$ cat src/design/kptc_pkg.sv
// Package for the knob press-and-turn controller.
// Holds the field codes, register indexes, constants and the controller/datapath structs.
// No dependencies.
`default_nettype none

package kptc_pkg;

    localparam int DATA_IN_W  = 8;
    localparam int DATA_OUT_W = 32;
    localparam int CFG_IDX_W  = 8;
    localparam int CFG_DATA_W = 12;

    typedef logic [1:0] t_mode;
    typedef logic [1:0] t_event;
    typedef logic [1:0] t_settle;

    localparam t_mode MODE_BRIGHT = 2'd0;
    localparam t_mode MODE_EFFECT = 2'd1;
    localparam t_mode MODE_OFF    = 2'd2;

    localparam t_event EV_NONE  = 2'd0;
    localparam t_event EV_SHORT = 2'd1;
    localparam t_event EV_LONG  = 2'd2;

    localparam t_settle SET_ZERO   = 2'd0;
    localparam t_settle SET_BRIGHT = 2'd1;
    localparam t_settle SET_EFFECT = 2'd2;

    localparam logic [CFG_IDX_W-1:0] REG_DEBOUNCE     = 8'd0;
    localparam logic [CFG_IDX_W-1:0] REG_LONG_PRESS   = 8'd1;
    localparam logic [CFG_IDX_W-1:0] REG_BRIGHT_SETTLE = 8'd2;
    localparam logic [CFG_IDX_W-1:0] REG_EFFECT_SETTLE = 8'd3;

    // The step divisor and its rounded-up reciprocal scaled by two to the DIV_SHIFT.
    localparam logic [12:0] STEP_DIV  = 13'd4335;
    localparam logic [11:0] DIV_RECIP = 12'd3871;
    localparam int          DIV_SHIFT = 24;
    localparam logic [5:0]  STEP_BASE = 6'd3;

    typedef struct packed {
        logic tick;
        logic sq;
        logic div;
        logic corr;
        logic mul;
        logic clamp;
        logic load;
    } t_cmd;

    typedef struct packed {
        logic need_push;
    } t_status;

endpackage

`default_nettype wire

$ cat src/design/knob_press_and_turn_controller.sv
// Top level of the knob press-and-turn controller.
// Joins the controller state machine and the datapath. Depends on kptc_pkg,
// kptc_ctrl and kptc_datapath.
//
//  channel   direction  handshake                      payload
//  s_axis    in         s_axis_tvalid / s_axis_tready  button level, count change
//  m_axis    out        m_axis_tvalid / m_axis_tready  mode, brightness, effect, flags
//  cfg       in         i_cfg_valid / o_cfg_ready      register index, write data
//
// A tick that leaves the brightness alone goes straight to the output load stage; one
// that applies rotation in brightness mode first passes through the square, reciprocal divide,
// correction, multiply and clamp stages of the step calculation. The next tick is accepted as
// soon as the result sits in the output register, even while it waits there.
// Reset is synchronous and active low; the output stalls only the final load stage.
`default_nettype none

module knob_press_and_turn_controller #(
    parameter int AGE_WIDTH = 16
) (
    input  wire                              i_clk,
    input  wire                              i_rst_n,
    input  wire                              s_axis_tvalid,
    output logic                             s_axis_tready,
    // [0] button_level, [6:1] count_delta, [7] zero
    input  wire [kptc_pkg::DATA_IN_W-1:0]    s_axis_tdata,
    output logic                             m_axis_tvalid,
    input  wire                              m_axis_tready,
    // [1:0] mode, [9:2] brightness, [25:10] effect_index, [26] display_on,
    // [28:27] button_event, [29] rotation_applied, [31:30] zero
    output logic [kptc_pkg::DATA_OUT_W-1:0]  m_axis_tdata,
    input  wire                              i_cfg_valid,
    output logic                             o_cfg_ready,
    input  wire [kptc_pkg::CFG_IDX_W-1:0]    i_cfg_index,
    input  wire [kptc_pkg::CFG_DATA_W-1:0]   i_cfg_data
);
    import kptc_pkg::*;

    t_cmd    cmd;
    t_status status;

    assign o_cfg_ready = 1'b1;

    kptc_ctrl u_ctrl (
        .i_clk       (i_clk),
        .i_rst_n     (i_rst_n),
        .i_in_valid  (s_axis_tvalid),
        .o_in_ready  (s_axis_tready),
        .o_out_valid (m_axis_tvalid),
        .i_out_ready (m_axis_tready),
        .i_status    (status),
        .o_cmd       (cmd)
    );

    kptc_datapath #(
        .AGE_WIDTH (AGE_WIDTH)
    ) u_datapath (
        .i_clk       (i_clk),
        .i_rst_n     (i_rst_n),
        .i_cmd       (cmd),
        .o_status    (status),
        .i_level     (s_axis_tdata[0]),
        .i_delta     ($signed(s_axis_tdata[6:1])),
        .i_cfg_we    (i_cfg_valid && o_cfg_ready),
        .i_cfg_index (i_cfg_index),
        .i_cfg_data  (i_cfg_data),
        .o_data      (m_axis_tdata)
    );

endmodule

`default_nettype wire

$ cat src/design/kptc_ctrl.sv
// Controller state machine of the knob press-and-turn controller.
// Sequences the tick update, the brightness step pipeline and the output register.
// Depends on kptc_pkg.
`default_nettype none

module kptc_ctrl (
    input  wire              i_clk,
    input  wire              i_rst_n,
    input  wire              i_in_valid,
    output logic             o_in_ready,
    output logic             o_out_valid,
    input  wire              i_out_ready,
    input  kptc_pkg::t_status i_status,
    output kptc_pkg::t_cmd   o_cmd
);
    import kptc_pkg::*;

    typedef enum logic [6:0] {
        ST_IDLE  = 7'b0000001,
        ST_SQ    = 7'b0000010,
        ST_DIV   = 7'b0000100,
        ST_CORR  = 7'b0001000,
        ST_MUL   = 7'b0010000,
        ST_CLAMP = 7'b0100000,
        ST_OUT   = 7'b1000000
    } t_state;

    t_state r_state, n_state;
    logic   r_out_valid, n_out_valid;

    always_comb begin
        o_cmd       = '0;
        n_state     = r_state;
        o_in_ready  = (r_state == ST_IDLE);
        o_cmd.tick  = (r_state == ST_IDLE) && i_in_valid;
        o_cmd.sq    = (r_state == ST_SQ);
        o_cmd.div   = (r_state == ST_DIV);
        o_cmd.corr  = (r_state == ST_CORR);
        o_cmd.mul   = (r_state == ST_MUL);
        o_cmd.clamp = (r_state == ST_CLAMP);
        o_cmd.load  = (r_state == ST_OUT) && (!r_out_valid || i_out_ready);
        case (r_state)
            ST_IDLE: begin
                if (o_cmd.tick) begin
                    n_state = i_status.need_push ? ST_SQ : ST_OUT;
                end
            end
            ST_SQ:    n_state = ST_DIV;
            ST_DIV:   n_state = ST_CORR;
            ST_CORR:  n_state = ST_MUL;
            ST_MUL:   n_state = ST_CLAMP;
            ST_CLAMP: n_state = ST_OUT;
            ST_OUT: begin
                if (o_cmd.load) begin
                    n_state = ST_IDLE;
                end
            end
            default:  n_state = ST_IDLE;
        endcase
        n_out_valid = r_out_valid;
        if (o_cmd.load) begin
            n_out_valid = 1'b1;
        end else if (i_out_ready) begin
            n_out_valid = 1'b0;
        end
    end

    always_ff @(posedge i_clk) begin
        if (!i_rst_n) begin
            r_state     <= ST_IDLE;
            r_out_valid <= 1'b0;
        end else begin
            r_state     <= n_state;
            r_out_valid <= n_out_valid;
        end
    end

    assign o_out_valid = r_out_valid;

    a_push_path: assert property (@(posedge i_clk) disable iff (!i_rst_n)
        (o_cmd.tick && i_status.need_push) |=> (r_state == ST_SQ))
        else $error("brightness update not started after tick");

    a_load_valid: assert property (@(posedge i_clk) disable iff (!i_rst_n)
        o_cmd.load |=> r_out_valid)
        else $error("output not valid after load");

    a_tick_busy: assert property (@(posedge i_clk) disable iff (!i_rst_n)
        o_cmd.tick |=> !o_in_ready)
        else $error("input ready again directly after a transaction");

endmodule

`default_nettype wire

$ cat src/design/kptc_datapath.sv
// Datapath of the knob press-and-turn controller.
// Holds the configuration, button and rotation state, the brightness step pipeline
// and the output register. Depends on kptc_pkg.
`default_nettype none

module kptc_datapath #(
    parameter int AGE_WIDTH = 16
) (
    input  wire                                 i_clk,
    input  wire                                 i_rst_n,
    input  kptc_pkg::t_cmd                      i_cmd,
    output kptc_pkg::t_status                   o_status,
    input  wire                                 i_level,
    input  wire signed [5:0]                    i_delta,
    input  wire                                 i_cfg_we,
    input  wire [kptc_pkg::CFG_IDX_W-1:0]       i_cfg_index,
    input  wire [kptc_pkg::CFG_DATA_W-1:0]      i_cfg_data,
    output logic [kptc_pkg::DATA_OUT_W-1:0]     o_data
);
    import kptc_pkg::*;

    localparam int CW = (AGE_WIDTH > 12) ? AGE_WIDTH : 12;

    function automatic logic [AGE_WIDTH-1:0] age_inc(input logic [AGE_WIDTH-1:0] a);
        return (&a) ? a : a + 1'b1;
    endfunction

    logic [9:0]  r_debounce, r_bset, r_eset;
    logic [11:0] r_long;

    logic                 r_last_level, n_last_level;
    logic [AGE_WIDTH-1:0] r_edge_age, n_edge_age;
    logic [AGE_WIDTH-1:0] r_press_age, n_press_age;
    logic [AGE_WIDTH-1:0] r_quiet_age, n_quiet_age;
    logic                 r_held, n_held;
    logic                 r_released, n_released;
    logic                 r_done, n_done;
    logic signed [15:0]   r_delta_sum, n_delta_sum;
    logic                 r_pending, n_pending;
    t_settle              r_settle, n_settle;
    t_mode                r_mode, n_mode;
    logic [15:0]          r_effect, n_effect;
    logic                 r_display, n_display;
    logic                 r_counting, n_counting;
    t_event               r_event, n_event;
    logic                 r_applied, n_applied;
    logic                 n_push;

    logic [7:0]           r_bright;
    logic signed [15:0]   r_push_sum;
    logic [15:0]          r_sq;
    logic [4:0]           r_qest;
    logic [5:0]           r_step;
    logic signed [23:0]   r_bsum;
    logic [DATA_OUT_W-1:0] r_out;

    logic [AGE_WIDTH-1:0] age_e;
    logic                 edge_ok;
    logic signed [16:0]   sum_ext;
    logic [9:0]           limit;

    always_comb begin
        n_last_level = i_level;
        n_press_age  = age_inc(r_press_age);
        n_held       = r_held;
        n_released   = r_released;
        n_done       = r_done;
        age_e        = age_inc(r_edge_age);
        edge_ok      = (i_level != r_last_level) && (CW'(age_e) >= CW'(r_debounce));
        n_edge_age   = edge_ok ? '0 : age_e;
        if (edge_ok) begin
            if (!i_level) begin
                n_press_age = '0;
                n_held      = 1'b1;
                n_done      = 1'b0;
                n_released  = 1'b0;
            end else begin
                n_held      = 1'b0;
                n_released  = 1'b1;
            end
        end

        n_event = EV_NONE;
        if (!n_done) begin
            if (n_held && (CW'(n_press_age) >= CW'(r_long))) begin
                n_event = EV_LONG;
                n_done  = 1'b1;
            end
            if (!n_done && n_released) begin
                n_event = (CW'(n_press_age) < CW'(r_long)) ? EV_SHORT : EV_LONG;
                n_done  = 1'b1;
            end
        end

        n_quiet_age = age_inc(r_quiet_age);
        n_delta_sum = r_delta_sum;
        n_pending   = r_pending;
        sum_ext     = {r_delta_sum[15], r_delta_sum} + {{11{i_delta[5]}}, i_delta};
        if (r_counting && (i_delta != 6'sd0)) begin
            if (sum_ext[16] != sum_ext[15]) begin
                n_delta_sum = sum_ext[16] ? 16'sh8000 : 16'sh7fff;
            end else begin
                n_delta_sum = sum_ext[15:0];
            end
            n_pending   = 1'b1;
            n_quiet_age = '0;
        end
        case (r_settle)
            SET_BRIGHT: limit = r_bset;
            SET_EFFECT: limit = r_eset;
            default:    limit = 10'd0;
        endcase
        n_applied = 1'b0;
        if (n_pending && (CW'(n_quiet_age) >= CW'(limit))) begin
            n_pending = 1'b0;
            n_applied = 1'b1;
        end

        n_mode     = r_mode;
        n_settle   = r_settle;
        n_display  = r_display;
        n_counting = r_counting;
        if (n_event == EV_SHORT) begin
            if (r_mode == MODE_BRIGHT) begin
                n_mode   = MODE_EFFECT;
                n_settle = SET_EFFECT;
            end else if (r_mode == MODE_EFFECT) begin
                n_mode   = MODE_BRIGHT;
                n_settle = SET_BRIGHT;
            end else begin
                n_display  = !r_display;
                n_mode     = MODE_BRIGHT;
                n_settle   = SET_BRIGHT;
                n_counting = 1'b1;
            end
        end else if (n_event == EV_LONG) begin
            n_mode     = MODE_OFF;
            n_display  = !r_display;
            n_counting = 1'b0;
        end

        n_effect = r_effect;
        n_push   = 1'b0;
        if (n_applied) begin
            if (n_mode == MODE_BRIGHT) begin
                n_push = 1'b1;
            end else if (n_mode == MODE_EFFECT) begin
                n_effect = r_effect + n_delta_sum;
            end
        end
    end

    assign o_status.need_push = n_push;

    always_ff @(posedge i_clk) begin
        if (!i_rst_n) begin
            r_debounce <= 10'd50;
            r_long     <= 12'd500;
            r_bset     <= 10'd40;
            r_eset     <= 10'd150;
        end else if (i_cfg_we) begin
            case (i_cfg_index)
                REG_DEBOUNCE:      r_debounce <= i_cfg_data[9:0];
                REG_LONG_PRESS:    r_long     <= i_cfg_data;
                REG_BRIGHT_SETTLE: r_bset     <= i_cfg_data[9:0];
                REG_EFFECT_SETTLE: r_eset     <= i_cfg_data[9:0];
                default: ;
            endcase
        end
    end

    always_ff @(posedge i_clk) begin
        if (!i_rst_n) begin
            r_last_level <= 1'b1;
            r_edge_age   <= '1;
            r_press_age  <= '0;
            r_quiet_age  <= '0;
            r_held       <= 1'b0;
            r_released   <= 1'b0;
            r_done       <= 1'b1;
            r_delta_sum  <= '0;
            r_pending    <= 1'b0;
            r_settle     <= SET_ZERO;
            r_mode       <= MODE_OFF;
            r_effect     <= '0;
            r_display    <= 1'b1;
            r_counting   <= 1'b1;
            r_event      <= EV_NONE;
            r_applied    <= 1'b0;
        end else if (i_cmd.tick) begin
            r_last_level <= n_last_level;
            r_edge_age   <= n_edge_age;
            r_press_age  <= n_press_age;
            r_quiet_age  <= n_quiet_age;
            r_held       <= n_held;
            r_released   <= n_released;
            r_done       <= n_done;
            r_delta_sum  <= n_applied ? 16'sd0 : n_delta_sum;
            r_pending    <= n_pending;
            r_settle     <= n_settle;
            r_mode       <= n_mode;
            r_effect     <= n_effect;
            r_display    <= n_display;
            r_counting   <= n_counting;
            r_event      <= n_event;
            r_applied    <= n_applied;
        end
    end

    logic [16:0]        sq_x;
    logic [28:0]        div_prod;
    logic [17:0]        div_chk;
    logic [4:0]         q_fix;
    logic signed [23:0] mul_prod;

    assign sq_x     = {r_sq, 1'b0};
    assign div_prod = 29'(sq_x) * 29'(DIV_RECIP);
    assign div_chk  = 18'(r_qest) * 18'(STEP_DIV);
    assign q_fix    = (div_chk > 18'(sq_x)) ? r_qest - 5'd1 : r_qest;
    assign mul_prod = 24'(r_push_sum) * $signed({18'd0, r_step});

    always_ff @(posedge i_clk) begin
        if (!i_rst_n) begin
            r_bright <= '0;
        end else if (i_cmd.clamp) begin
            if (r_bsum < 24'sd1) begin
                r_bright <= 8'd1;
            end else if (r_bsum > 24'sd255) begin
                r_bright <= 8'd255;
            end else begin
                r_bright <= r_bsum[7:0];
            end
        end
    end

    always_ff @(posedge i_clk) begin
        if (i_cmd.tick) begin
            r_push_sum <= n_delta_sum;
        end
        if (i_cmd.sq) begin
            r_sq <= 16'(r_bright) * 16'(r_bright);
        end
        if (i_cmd.div) begin
            r_qest <= div_prod[DIV_SHIFT+4:DIV_SHIFT];
        end
        if (i_cmd.corr) begin
            r_step <= 6'(q_fix) + STEP_BASE;
        end
        if (i_cmd.mul) begin
            r_bsum <= mul_prod + $signed({16'd0, r_bright});
        end
        if (i_cmd.load) begin
            r_out <= {2'b00, r_applied, r_event, r_display, r_effect, r_bright, r_mode};
        end
    end

    assign o_data = r_out;

endmodule

`default_nettype wire

$ cat config.mk
export PLATFORM = sky130hd
export DESIGN_NAME = knob_press_and_turn_controller
export DESIGN_NICKNAME = d
export VERILOG_FILES = /design/src/design/kptc_pkg.sv /design/src/design/knob_press_and_turn_controller.sv /design/src/design/kptc_ctrl.sv /design/src/design/kptc_datapath.sv
export SDC_FILE = /design/constraint.sdc
export NUM_CORES = 1
export LEC_CHECK = 0
export BUFFER_PORTS_ARGS = -buffer_cell sky130_fd_sc_hd__buf_2
export CAP_MARGIN = 20
export CORE_MARGIN = 5
export CORE_UTILIZATION = 65
export CTS_CLUSTER_SIZE = 20
export DETAILED_ROUTE_END_ITERATION = 10
export PLACE_DENSITY = 0.83
export SLEW_MARGIN = 20
export SYNTH_ARGS = -nofsm -noshare
export SYNTH_HDL_FRONTEND = slang
export SYNTH_SLANG_ARGS = --single-unit
$ cat constraint.sdc
create_clock -name i_clk -period 8.9 [get_ports i_clk]
set_input_delay 0.89 -clock i_clk [delete_from_list [all_inputs] [get_ports i_clk]]
set_output_delay 0.89 -clock i_clk [all_outputs]
set_load 0.01 [all_outputs]
Word level (Yosys, flattened, before mapping). Cells that the tools add are included.

Register bits after elaboration: 249. Input bits: 33. Output and inout bits: 35. Word-level logic and storage cells: 151.

$add $sub $neg: 8. Multiply operators: 4. Magnitude comparators: 7. Equal/unequal tests: 22. Muxes and demuxes: 52. Bitwise gates (word level): 1. Reductions and logical operators: 28.

Operators by type and width (count): 2-to-1 mux 16 bit (11); one-hot mux 7 bit (7 select lines) (1); adder 16 x 1 -> 16 bit (second input constant) (3); AND reduction 16 bit (3); greater-or-equal comparator 16 x 10 -> 1 bit (2); multiplier 16 x 12 -> 28 bit (second input constant) (1); 2-to-1 mux 1 bit (26); adder 24 x 9 -> 24 bit (1); greater-than comparator 24 x 9 -> 1 bit (second input constant) (1); < comparator 24 x 2 -> 1 bit (second input constant) (1); multiplier 16 x 7 -> 23 bit (1); 2-to-1 mux 7 bit (3); one-hot mux 10 bit (2 select lines) (1); greater-than comparator 18 x 17 -> 1 bit (1); multiplier 5 x 13 -> 18 bit (second input constant) (1); adder 16 x 6 -> 17 bit (1); adder 16 bit (1); equality test 8 x 2 -> 1 bit (second input constant) (2); greater-or-equal comparator 16 x 12 -> 1 bit (1); < comparator 16 x 12 -> 1 bit (1); multiplier 8 x 8 -> 16 bit (1); 2-to-1 mux 8 bit (2); 2-to-1 mux 2 bit (7); AND reduction 2 bit (6); other kinds (25) (43).

Depth between registers and ports, before layout.
Word-level depth: 22. Mapped depth: 37. Gate-level depth less buffers: 34.

Hierarchy. A second synthesis with hierarchy kept.

Cell total of the unflattened synthesis: 2399. Area total of the unflattened synthesis: 22900.7 µm².

Modules (own cells, without submodules): kptc_datapath (times used 1, cells each 2350, area an instance 22436.5 µm², sequential area each 5765.5 µm²); kptc_ctrl (times used 1, cells each 47, area an instance 452.9 µm², sequential area each 160.2 µm²); knob_press_and_turn_controller (times used 1, cells each 2, area an instance 11.3 µm², sequential area each 0.0 µm²).

Worst setup path before layout. No wires, ideal clock.

Path type: reg2reg. Start point: reg u_datapath.r_edge_age[0]. End point: reg u_datapath.r_effect[10]. Library setup time: 0.128 ns. Data arrival time: 6.271 ns. Required time: 8.772 ns. Path slack: 2.501 ns. Stages on the path, launching flop included: 37. Buffers on the path: 5. Clock period less this slack: 6.399 ns. Cell sequence: dfxtp_1 -> ha_1 -> nand2_1 -> or3_1 -> buf_2 -> or3_1 -> clkbuf_1 -> and3_1 -> nand2_1 -> xnor2_1 -> ha_1 -> and3_1 -> a21oi_1 -> o21ai_0 -> o2111ai_1 -> a31oi_1 -> clkbuf_1 -> a21oi_1 -> ha_1 -> a21o_1 -> a21oi_1 -> o21ai_0 -> a41o_1 -> a21oi_1 -> o21ai_0 -> a2111o_1 -> a21o_1 -> ha_1 -> nor2_1 -> mux2i_1 -> nor2_1 -> nand2_1 -> o32ai_1 -> buf_4 -> buf_6 -> mux2i_1 -> nor2_1.

Cells in the longest elaborated chain, start to end: 19. Elaborated cells on any way between the ends: 28. Classes of those cells: add/sub: 1; order compare: 3; eq/ne: 3; mux: 13; bitwise: 1; reduce/logical: 7.

RTL lines: start: declaration (line kptc_datapath.sv:32) `logic [AGE_WIDTH-1:0] r_edge_age, n_edge_age;`; start signal: assignment (line kptc_datapath.sv:192) `r_edge_age <= n_edge_age;`; adder 16 x 1 -> 16 bit or AND reduction 16 bit (tied branches) (line kptc_datapath.sv:25) `return (&a) ? a : a + 1'b1;`; 2-to-1 mux 16 bit (*) (line kptc_datapath.sv:25); greater-or-equal comparator 16 x 10 -> 1 bit (*) (line kptc_datapath.sv:69) `edge_ok = (i_level != r_last_level) && (CW'(age_e) >= CW'(r_debounce));`; logical AND 1 bit (*) (line kptc_datapath.sv:69); 2-to-1 mux 16 bit (*) (line kptc_datapath.sv:71) `if (edge_ok) begin`; named net u_datapath.n_press_age[8] (line kptc_datapath.sv:33) `logic [AGE_WIDTH-1:0] r_press_age, n_press_age;`; greater-or-equal comparator 16 x 12 -> 1 bit (line kptc_datapath.sv:85) `if (n_held && (CW'(n_press_age) >= CW'(r_long))) begin`; logical AND 1 bit (line kptc_datapath.sv:85); (+4 left out); 2-to-1 mux 2 bit (*) (line kptc_datapath.sv:89) `if (!n_done && n_released) begin`; 2-to-1 mux 2 bit (*) (line kptc_datapath.sv:84) `if (!n_done) begin`; equality test 2 bit (line kptc_datapath.sv:136) `end else if (n_event == EV_LONG) begin`; 2-to-1 mux 2 bit (line kptc_datapath.sv:136); 2-to-1 mux 2 bit (*) (line kptc_datapath.sv:123) `if (n_event == EV_SHORT) begin`; zero test 2 bit (line kptc_datapath.sv:145) `if (n_mode == MODE_BRIGHT) begin`; inverter 1 bit (no line); AND reduction 4 bit (no line) (*); end signal: assignment (line kptc_datapath.sv:202) `r_effect <= n_effect;`; end: declaration (line kptc_datapath.sv:42) `logic [15:0] r_effect, n_effect;`.

Mark *: on every way through the listed nets, which the timed path passes. The rest lies on a longest branch. The select of a mux whose other input is x is not followed. A chain may end at the register's enable or synchronous reset.

Worst setup path after layout.
Start point: reg u_datapath.r_edge_age[0]. End point: reg u_datapath.r_effect[15].

Same word-level chain as after synthesis.

==> impl_summary.md <==
Floorplan
Measured along the x axis, the die boundary spans 198 um. The full die area is 39100 sq um. The region available for standard cell placement spans 34600 sq um.

The effective utilization at floorplan is 0.661. The floorplan has slightly below 70 rows. The total I/O pin count is 68. The die is 198 um tall.

Clocking
After clock tree synthesis, the clock-pin slew on the worst setup and hold paths is 60 ps. The clock insertion delay at the later pin of the skew report is 600 ps. Counting along the longest clock path gives a buffer depth of 3.

CTS built an H-tree with a depth of 1. The clock drives 248 sinks. TritonCTS built the clock tree.

The count of buffers added by post-CTS timing repair for setup is 0. The tree is rooted in a clkbuf_16. Gates resized during post-CTS repair numbered 0. The number of clock buffers added by TritonCTS is 30. After clock tree synthesis, the flow added hold-fix buffers numbering 0.

Route
The wire length per cell after detailed routing is 17.4 um. In this run the remaining antenna-violating nets after routing total 0. The total iterations of the first detailed-routing run is 8. The number of remaining DRC errors is 0. Summed over all layers, the routed wires come to 52300 um.

Dividing the detail-routed via count by the number of cells gives 6.01. After the first detailed-routing iteration, the DRC count stood at 1130. Across all layers, the routed design uses roughly 18000 vias.

STA
Derived from the worst setup path, the maximum achievable clock frequency is between 0.1 and 0.15 GHz. Setup repair after global routing left no endpoint under its margin. The headroom to the max-slew limit is 0.264. On the final layout, the worst hold slack is 441 ps. The post-route clock period utilization is 0.896. Between clock sinks in the finished design, the worst skew comes to 53.9 ps.

The final number of setup-violating endpoints is 0. The final hold violation count is 0. The worst setup slack after layout is 928 ps. The max-slew violation total from the final report came to 0. The post-layout minimum cycle time is 7970 ps. At the pin with the least slew margin, the transition time is 1100 ps. Adding up every negative setup slack in the final design gives 0 ps.

Global routing
Entering global routing, the biggest net connects 90 pins. The initial antenna violation count was 1. The global-route usage over all layers is 0.268. The number of global-route vias before repair was approximately 19000.

Global routing finished with a remaining overflow of 0. The first global-routing pass estimated between 80000 and 90000 um of wire.

Critical path
On the critical path, the stage with the largest delay is an instance of o32ai_4. The signal arrival time at the worst endpoint is between 8000 and 9000 ps. The launching point of the worst reg2reg path is u_datapath.r_edge_age[0]. The critical path startpoint category is a flop.

STA classifies the critical path endpoint as a flop. For the worst setup path, the data required time is between 9000 and 10000 ps. The largest single stage delay on the critical path is 910 ps.

Among the stages of the critical path, the cell type that occurs most often is o21ai_0. The launching instance or port of the critical path is u_datapath.r_edge_age[0]. The largest fanout on the critical path is 18. By startpoint and endpoint, the worst setup path is classified as reg2reg.

Synth
Of the total synthesized cell area, the portion taken by full adders, half adders and majority gates is 0.316. Of the total synthesized cell area, the portion taken by XOR and XNOR cells is 0.0489. After synthesis, the largest family of logic cells by area is adder cells. The count of unique library cells instantiated by Yosys is 88. The cell count after synthesis is 2496. The share of synthesized area spent on multiplexers is 0.0204. The cell area that synthesis handed to floorplanning was 22900 sq um. The share of synthesized area in the top cell type comes to 0.160. Counting flops with a built-in enable in the synthesized netlist gives 96.

The flip-flop and latch count after synthesis is about 250. The biggest area contributor in the post-synthesis netlist is ha_1. The post-synthesis average cell area is 9.18 sq um. The basic-gate share of the synthesized area counting and, or, nand and nor cells is 0.169. The post-synthesis compound-gate area fraction is 0.124. The primary flip-flop cell chosen by synthesis mapping is dfxtp_1. The fraction of the yosys area taken by sequential cells is 0.259.

By area the synthesized netlist is led by ha_1, fa_1, dfxtp_1. The fraction of synthesis flops using an asynchronous set or reset pin is 0. The total of warnings raised by yosys is 0.

Place
The post-place instance area is 23600 sq um. OpenSTA, run right after detailed placement, puts the worst setup slack at 1020 ps. The wire-length estimate of the detail-placed layout is roughly 40000 um.

The number of port buffers is 63. Routability-driven placement finished with a final weighted congestion of 0.886.

Pwr
The worst-case IR drop observed on VDD is 168 uV. For this design the static power due to leakage is 0.0112 uW. Power spread over the standard cell area amounts to around 190 nW/um^2.

Layout
The final design instance area without fill is 24600 sq um. Measured on the finished design, the core utilization comes to 0.712. 0 antenna diodes ended up in the layout.

The final-stage net count is 3032. The area growth from synthesis to layout is 7.59%. Of the cells placed in the final design, the portion with a size suffix greater than 1 is 0.0670.

Run status
The flow ran to the end, and the final reports show no timing, DRC or antenna violations.

Worst hold path
The class of the most critical hold timing path is reg2reg. The hold path startpoint is u_datapath.r_applied.

Job
The count of maximum capacitance violations is 0.
## metal layers
layer,wire length [um],track usage
met5,18,0
met4,1650,0.0870
met3,2870,0.0340
met2,26200,0.471
met1,21500,0.345
## cell usage after synthesis, types with 8 or more instances
cell	count
mux2i_1	40
a22oi_1	13
nor2_1	168
dfxtp_1	152
nor3_1	38
a31oi_1	20
or3_1	18
xor2_1	45
and4_1	8
fa_1	179
a211oi_1	18
o21a_1	16
or2_2	19
a21o_1	32
and2_1	80
xnor2_1	83
nand3_1	64
ha_1	293
inv_1	295
edfxtp_1	96
o21ai_0	105
o211ai_1	22
a21oi_1	130
and3_1	21
nand4_1	20
nand2_1	248
clkbuf_1	57
nor2b_1	16
nand2b_1	25
nor4_1	24
## stage by stage
stage | total power [uW] | instances
after floorplan | 2810 | 2499
after global placement | 3170 | 2950
after detailed placement | 3240 | 2950
after CTS | 4550 | 3006
after global routing | 4870 | 3006
final | 4560 | 3006
## critical path, delay by kind of cell (launching register included)
family	cells	cell delay (ps)
compound gates	12	2920
xor+xnor	1	150
flops	1	430
fa+ha+maj	4	1030
simple gates	13	2790
mux	3	530
## report_power, final
part,switching [uW],internal (uW)
clock,511,794
sequential,56.2,1290
combinational,1140,774
total,1710,2850
## final timing paths
check	depth (start not counted)	endpoint	slack, ps
hold reg to reg	0	u_datapath.o_data[29]	440
hold / removal	0	u_datapath.o_data[29]	440
setup reg to reg	33	u_datapath.r_effect[15]	930
setup / recovery	33	u_datapath.r_effect[15]	930
## area by class of cell
type	count	area, sq um
sequential	248	5930
inverter	296	1110
clock buffer	38	805
clock inverter	18	267
tap	455	569
multi-input combinational	1881	15600
fill	2537	9980
timing repair buffer	70	368
## sequential cells by signal, indices dropped and copies added, names as in the netlist, 8 cells and up
| name | flops |
|---|---|
| u_datapath.r_bset | 10 |
| u_datapath.r_press_age | 16 |
| u_datapath.r_long | 12 |
| u_datapath.r_push_sum | 16 |
| u_datapath.r_edge_age | 16 |
| u_datapath.r_bsum | 24 |
| u_datapath.r_quiet_age | 16 |
| u_datapath.r_bright | 8 |
| u_datapath.o_data | 30 |
| u_datapath.r_sq | 15 |
| u_datapath.r_eset | 10 |
| u_datapath.r_effect | 16 |
| u_datapath.r_delta_sum | 16 |
| u_datapath.r_debounce | 10 |
## placed cells by master (no fill, tap or decap), drive strengths merged, types with 83 or more instances in the layout
master	Yosys	routed
inv	296	301
dfxtp	152	152
a21oi	131	131
nor2	169	169
o21ai	108	108
ha	293	293
xnor2	83	83
nand2	248	248
edfxtp	96	96
fa	179	179
## kinds of logic after synthesis
family / Yosys count
AND/OR/NAND/NOR: 786
adder cells (fa/ha/maj): 472
AO/OA/AOI/OAI: 444
buffers and inverters: 370
flip-flops: 248
XOR/XNOR: 128
multiplexers: 46
other: 2
Power figures use the tool's default switching activity.
